[config.mk]
export PLATFORM = sky130hd
export DESIGN_NAME = prd_ctrl
export DESIGN_NICKNAME = d
export VERILOG_FILES = /design/src/rtl/core/assert_macros.svh /design/src/rtl/core/prd_pkg.sv /design/src/rtl/core/prd_ctrl.sv
export SDC_FILE = /design/constraint.sdc
export NUM_CORES = 1
export LEC_CHECK = 0
export ABC_AREA = 1
export BUFFER_PORTS_ARGS = -buffer_cell sky130_fd_sc_hd__buf_2
export CAP_MARGIN = 20
export CORE_MARGIN = 5
export CORE_UTILIZATION = 49
export CTS_CLUSTER_DIAMETER = 80
export CTS_CLUSTER_SIZE = 10
export DETAILED_ROUTE_END_ITERATION = 7
export GPL_TIMING_DRIVEN = 0
export PLACE_DENSITY = 0.76
export REMOVE_ABC_BUFFERS = 1
export SYNTH_ARGS = -nofsm -noshare
export SYNTH_HDL_FRONTEND = slang
export SYNTH_SLANG_ARGS = --single-unit
export TNS_END_PERCENT = 30
[constraint.sdc]
create_clock -name clk -period 1.5 [get_ports clk]
set_input_delay 0.15 -clock clk [delete_from_list [all_inputs] [get_ports clk]]
set_output_delay 0.15 -clock clk [all_outputs]
set_load 0.03 [all_outputs]
[src/rtl/core/assert_macros.svh]
// Concurrent assertion helpers
`ifndef ASSERT_MACROS_SVH
`define ASSERT_MACROS_SVH

`define PRD_ASSERT(label, prop, msg) \
  label: assert property (@(posedge clk) disable iff (!rst_n) prop) else $error(msg);

`define PRD_ASSERT_IMPL(label, ante, cons, msg) \
  label: assert property (@(posedge clk) disable iff (!rst_n) (ante) |-> (cons)) else $error(msg);

`endif

[src/rtl/core/prd_pkg.sv]
`timescale 1ns / 1ps
`default_nettype none
package prd_pkg;

  localparam int MAX_RUNWAYS = 16;
  localparam int QUEUE_DEPTH = 256;
  localparam int RW_W = $clog2(MAX_RUNWAYS);
  localparam int QA_W = $clog2(QUEUE_DEPTH);
  localparam int QC_W = QA_W + 1;
  localparam int POS_W = 6;
  localparam int N_POS = 1 + 2 * MAX_RUNWAYS;
  localparam logic [15:0] LANDING_BASE = 16'd5000;

  localparam logic [1:0] CFG_LANDING_TIME = 2'd0;
  localparam logic [1:0] CFG_TAKEOFF_TIME = 2'd1;
  localparam logic [1:0] CFG_SERVERS = 2'd2;

  localparam logic [1:0] EV_HEADER = 2'd0;
  localparam logic [1:0] EV_FREE = 2'd1;
  localparam logic [1:0] EV_LAND = 2'd2;
  localparam logic [1:0] EV_TAKEOFF = 2'd3;

  typedef struct packed {
    logic [3:0] new_landings;
    logic [3:0] new_takeoffs;
  } in_item_t;

  typedef struct packed {
    logic [1:0]  event_kind;
    logic [3:0]  runway;
    logic [15:0] plane_id;
    logic [31:0] tick;
    logic [31:0] land_wait_sum;
    logic [31:0] takeoff_wait_sum;
    logic [31:0] land_arrivals;
    logic [31:0] takeoff_arrivals;
    logic [31:0] busy_total;
    logic        all_idle;
    logic        overflow;
    logic        last;
  } out_item_t;

  typedef struct packed {
    logic            start;
    logic            push_l;
    logic            push_t;
    logic            rd;
    logic            asg;
    logic            load;
    logic            done;
    logic [RW_W-1:0] idx;
    logic [POS_W-1:0] pos;
  } cmd_t;

  typedef struct packed {
    logic [4:0] used;
    logic [3:0] nl;
    logic [3:0] nt;
    logic       ev_here;
    logic       out_room;
  } sts_t;

endpackage
`default_nettype wire

[src/rtl/core/prd_ctrl.sv]
`timescale 1ns / 1ps
`default_nettype none
module prd_ctrl (
  input  wire            clk,
  input  wire            rst_n,
  input  wire            in_valid,
  output logic           in_stall,
  input  prd_pkg::sts_t  sts,
  output prd_pkg::cmd_t  cmd
);
  import prd_pkg::*;

  typedef enum logic [5:0] {
    S_IDLE  = 6'b000001,
    S_PUSHL = 6'b000010,
    S_PUSHT = 6'b000100,
    S_ARD   = 6'b001000,
    S_AEX   = 6'b010000,
    S_EMIT  = 6'b100000
  } state_t;

  state_t state_r, state_nxt;
  logic [4:0] cnt_r, cnt_nxt;
  logic [POS_W-1:0] pos_r, pos_nxt;

  assign in_stall = (state_r != S_IDLE);

  always_comb begin
    state_nxt = state_r;
    cnt_nxt = cnt_r;
    pos_nxt = pos_r;
    cmd = '0;
    cmd.idx = cnt_r[RW_W-1:0];
    cmd.pos = pos_r;
    unique case (state_r)
      S_IDLE: begin
        if (in_valid) begin
          cmd.start = 1'b1;
          cnt_nxt = '0;
          state_nxt = S_PUSHL;
        end
      end
      S_PUSHL: begin
        if (cnt_r >= {1'b0, sts.nl}) begin
          cnt_nxt = '0;
          state_nxt = S_PUSHT;
        end else begin
          cmd.push_l = 1'b1;
          cnt_nxt = cnt_r + 5'd1;
        end
      end
      S_PUSHT: begin
        if (cnt_r >= {1'b0, sts.nt}) begin
          cnt_nxt = '0;
          state_nxt = S_ARD;
        end else begin
          cmd.push_t = 1'b1;
          cnt_nxt = cnt_r + 5'd1;
        end
      end
      S_ARD: begin
        if (cnt_r >= sts.used) begin
          pos_nxt = '0;
          state_nxt = S_EMIT;
        end else begin
          cmd.rd = 1'b1;
          state_nxt = S_AEX;
        end
      end
      S_AEX: begin
        cmd.asg = 1'b1;
        cnt_nxt = cnt_r + 5'd1;
        state_nxt = S_ARD;
      end
      S_EMIT: begin
        if (pos_r == POS_W'(N_POS)) begin
          cmd.done = 1'b1;
          state_nxt = S_IDLE;
        end else if (!sts.ev_here) begin
          pos_nxt = pos_r + 1'b1;
        end else if (sts.out_room) begin
          cmd.load = 1'b1;
          pos_nxt = pos_r + 1'b1;
        end
      end
      default: state_nxt = S_IDLE;
    endcase
  end

  always_ff @(posedge clk) begin
    if (!rst_n) begin
      state_r <= S_IDLE;
      cnt_r <= '0;
      pos_r <= '0;
    end else begin
      state_r <= state_nxt;
      cnt_r <= cnt_nxt;
      pos_r <= pos_nxt;
    end
  end

endmodule
`default_nettype wire

# Word-level counts from Yosys, hierarchy flattened
# Cells that the tools add are included.
# Widths: inputs -> output; s select.
[classes] mux=29 n_reduce_logical=5 add_sub_neg=2 eq_ne=15 magnitude_cmp=3
[op_table] op="$mux 6" count=9
[op_table] op="$pmux 6 s6" count=1
[op_table] op="$pmux 5 s4" count=1
[op_table] op="$mux 5" count=3
[op_table] op="$mux 1" count=13
[op_table] op="$eq 6x6->1 const B" count=2
[op_table] op="$ne 2x2->1 const B" count=6
[op_table] op="$pmux 6 s2" count=1
[op_table] op="$ge 5x4->1" count=2
[op_table] op="$reduce_and 4->1" count=2
[op_table] op="$add 6x1->6 const B" count=1
[op_table] op="$eq 6x1->1 const B" count=1
[op_table] op="$eq 6x2->1 const B" count=1
[op_table] op="$eq 6x3->1 const B" count=1
[op_table] op="$eq 6x4->1 const B" count=1
[op_table] op="$eq 6x5->1 const B" count=1
[op_table] op="$ne 6x1->1 const B" count=1
[op_table] op="$add 5x1->5 const B" count=1
[op_table] op="$ge 5x5->1" count=1
[op_table] op="$reduce_bool 4->1" count=1
[op_table] op="$ne 3x3->1 const B" count=1
[op_table] op="$mux 2" count=1
[op_table] op="$reduce_and 2->1" count=1
[op_table] op="$reduce_bool 2->1" count=1
[totals] register_bits=17 word_cells=57 output_inout_bits=18 in_bits=18

# Longest topological paths before layout
[depth] depth_word=5 mapped_depth=14 ltp_nobuf=14

# Worst setup path after synthesis
# OpenSTA, ideal clock, no wires.
[synth_path] path_kind="flip-flop to flip-flop" start="reg cnt_r[2]" end="reg pos_r[1]" period_less_slack_ns=1.748 setup_slack_ns=-0.248 n_path_buf=0 setup_time_ns=0.112 required_ns=1.388 stages_incl_launch_ff=11 t_arrival_ns=1.637 cell_sequence="dfxtp_1 > ha_1 > nand2_1 > nor2_1 > o21ai_0 > nand3_4 > clkinv_1 > nor2_4 > nand2_1 > nand2_1 > nor2_1"
[synth_between] elab_chain_cells=3
[synth_lines] item="start, declared" line="prd_ctrl.sv:23" rtl="logic [4:0] cnt_r, cnt_nxt;"
[synth_lines] item="start signal, assigned" line="prd_ctrl.sv:97" rtl="cnt_r <= cnt_nxt;"
[synth_lines] item="$ge 5x5->1" line="prd_ctrl.sv:62" rtl="if (cnt_r >= sts.used) begin"
[synth_lines] item="$ne 2x2->1 (no source line)"
[synth_lines] item="$reduce_and 4->1 (no source line)"
[synth_lines] item="end signal, assigned" line="prd_ctrl.sv:98" rtl="pos_r <= pos_nxt;"
[synth_lines] item="end, declared" line="prd_ctrl.sv:24" rtl="logic [POS_W-1:0] pos_r, pos_nxt;"
# Every way passes these cells.
# A chain may end at the register's enable or synchronous reset.

==> impl_metrics.py <==
metrics = {
    "placement": {
        "gp_congestion": 0.836,
        "pre_cts_ws_ns": -0.343,
        "dp_cells": 300,
        "placed_area_um2": 1780,
        "io_buffers": 35,
        "hpwl_mm": 2.55,
    },
    "worst_setup_path": {
        "path_class": "flip-flop to primary output",
        "critPathMaxStageDelay_ns": 0.40,
        "timing.critical_path.buf_inv": 2,
        "reg2regPathDepth": 10,
        "start_kind": "flip-flop",
        "worstPathMaxFanout": 7,
        "crit_path_end_kind": "primary output",
        "r2r_slack_ns": -0.15,
        "required_ns": 1.35,
        "rr_startpoint": "cnt_r[2]",
        "crit_chain": "ha_4, nand2_2, nor2_2, o21ai_2, nand3_4, clkinv_4, buf_6",
        "worst_ep_arrival_time_ns": 1.51,
        "cp_top_family": "flip-flops",
        "rr_endpoint": "pos_r[2]",
        "cp_slowest_cell": "dfxtp_4",
    },
    "drt": {
        "drtPass1Iterations": 4,
        "drc": 0,
        "first_iter_violations": 70,
        "wl_per_cell_um": 13.1,
        "antenna_left": 0,
        "drt-met1-wl_mm": 1.72,
        "top_layer_used": "met4",
        "wl_met2_mm": 2.29,
        "routed_wl_mm": 4.23,
        "dr_wl_met3_um": 168,
        "num_vias": 1602,
        "routed_via_density": 4.96,
    },
    "layout": {
        "fin_util_pct": 74.4,
        "final_cells": 323,
        "final_cell_area_um2": 2290,
        "area_delta_synth_final_pct": 44.5,
        "nets": 314,
        "fill_cells": 226,
        "drive_gt1_share_pct": 52.0,
        "n_antenna_cell": 0,
    },
    "global_route": {
        "grt_pass1_vias": 1492,
        "grt_max_degree": 10,
        "track_usage_pct": 18.6,
        "grt_pass1_wl_mm": 6.38,
        "antenna_found_initial": 0,
        "grt-ovfl-total": 0,
    },
    "status": {
        "status": "finished, violations left",
        "violations": "negative setup slack",
    },
    "clock_network": {
        "cts_root_buf": "clkbuf_4",
        "cts_tree": "done",
        "htree_levels": 1,
        "clkSinkCount": 17,
        "tritoncts.num_buffers": 3,
        "path_clk_slew_ns": 0.10,
        "clkLatencyLatePin_ns": 0.29,
        "clk_path_buf_depth": 2,
    },
    "timing": {
        "whs_ns": 0.117,
        "rsz0062_at_grt": "yes",
        "hold_viol_final": 0,
        "maxSlewViolCount": 0,
        "fin_ws_ns": -0.160,
        "fmax_mhz": 602,
        "period_share_pct": 111,
        "slew_headroom_pct": 77.9,
        "worst_pin_slew_ns": 0.330,
        "tns_ns": -2.01,
        "period_needed_ns": 1.66,
        "finalSetupViolCount": 19,
        "fin_skew_ns": 0.00188,
    },
    "power": {
        "p_seq_share_pct": 28.6,
        "p_clk_share_pct": 12.7,
        "vdd_ir_drop_max_uv": 901,
        "p_int_mw": 1.03,
        "fin_total_pwr_mw": 1.94,
        "switching_power_uw": 903,
        "power_density_nw_per_um2": 846,
        "p_leak_nw": 1.12,
        "p_comb_share_pct": 58.7,
        "sw_frac_of_total_pct": 46.6,
    },
    "synth": {
        "ys_top_cells_by_count": "nand2_1 (55), inv_1 (38), nor2_1 (30)",
        "syn_inst": 226,
        "yosysTopAreaCellShare_pct": 21.5,
        "yosys-top-cells-area": "dfxtp_1 (21%), nand2_1 (13%), ha_1 (13%), inv_1 (9.0%), nor2_1 (7.1%)",
        "yosysSeqAreaShare_pct": 21.5,
        "synth_edf_count": 0,
        "synth_warnings": 0,
        "ys_ff_latch": 17,
        "syn_area_um2": 1590,
        "ys.flop_type": "dfxtp_1",
        "yosysTopAreaCell": "dfxtp_1",
        "ys_types": 30,
        "avgSynthCellArea_um2": 7.01,
        "synth.most_common_cell": "nand2_1",
        "async_flop_share_pct": 0,
    },
    "hold_path": {
        "min_delay_worst_endpoint": "state_r[0]",
        "hp-start": "rst_n",
        "whs_path_depth": 2,
        "min-delay-path-class": "input port to flip-flop",
    },
    "job": {
        "drv_cap": 0,
    },
    "die": {
        "die_w_um": 66.9,
        "start_util_pct": 51.5,
        "die_y_um": 66.9,
        "dieArea_um2": 4470,
        "fp-row-count": 20,
        "fp.coreArea_um2": 3080,
        "ioPinCount": 36,
    },
}
==> power by group through the flow <==
stage | Combinational, mW | Sequential, mW | Clock [mW]
floorplan | 0.622 | 0.572 | 0
global placement | 0.804 | 0.547 | 0
detailed placement | 0.817 | 0.549 | 0
CTS | 0.983 | 0.538 | 0.248
global route | 1.24 | 0.562 | 0.283
finish | 1.14 | 0.554 | 0.247
==> layout by cell type (no fill, tap or decap), types with 2 or more instances in the layout <==
| cell | n |
|---|---|
| a21oi_1 | 4 |
| a21oi_2 | 5 |
| a21oi_4 | 2 |
| buf_2 | 28 |
| buf_4 | 19 |
| buf_6 | 6 |
| clkbuf_4 | 4 |
| dfxtp_1 | 9 |
| dfxtp_2 | 2 |
| dfxtp_4 | 6 |
| ha_1 | 5 |
| ha_4 | 11 |
| inv_1 | 31 |
| inv_2 | 6 |
| inv_4 | 2 |
| nand2_1 | 38 |
| nand2_2 | 18 |
| nand2_4 | 6 |
| nand3_1 | 9 |
| nand3_2 | 3 |
| nand3_4 | 3 |
| nand4_1 | 7 |
| nor2_1 | 25 |
| nor2_2 | 5 |
| nor2_4 | 7 |
| nor2_8 | 3 |
| o21ai_2 | 2 |
| xnor2_1 | 2 |
==> what timing repair did <==
action | CTS | global route
pin swaps | 20 | 10
buffers inserted | 15 | 4
gates resized for setup | 57 | 32
setup endpoints to repair | 22 | 22
hold buffers | 0 | 0
==> worst max path at each step <==
stage / start / endpoint / slack (ns) / cells past startpoint
floorplan: cnt_r[0] / pos_r[1] / -0.44 / 9
global placement: cnt_r[0] / cmd[13] / -0.35 / 6
detailed placement: cnt_r[0] / cmd[13] / -0.34 / 6
CTS: cnt_r[2] / cmd[13] / -0.14 / 7
global route: cnt_r[1] / cmd[13] / -0.24 / 7
finish: cnt_r[1] / cmd[13] / -0.16 / 7
==> routing by layer <==
metal,vias to the layer above,GRT usage (%)
met1,739,22.3
li1,810,-
met4,0,6.58
met5,-,0
met2,47,33.7
met3,6,2.36
==> sequential cells by signal, indices dropped and copies added, names as in the netlist <==
signal   count
cnt_r        5
state_r      6
pos_r        6
==> cell families after synthesis <==
kind of cell	Yosys count	share of synthesized area [%]
simple gates	129	46.9
buf+inv	47	12.3
flops	17	21.5
fa+ha+maj	16	12.6
compound gates	14	5.05
xor+xnor	3	1.66
==> area by class of cell <==
cell class                 count  area [um2]  area share, %
clock buffer                   4        26.3           1.15
inverter                      42         175           7.65
multi-input combinational    162        1310           57.2
sequential                    17         365           15.9
tap                           44        55.1           2.40
timing repair buffer          54         358           15.6
Note: power is estimated with default switching activity, not from simulation.
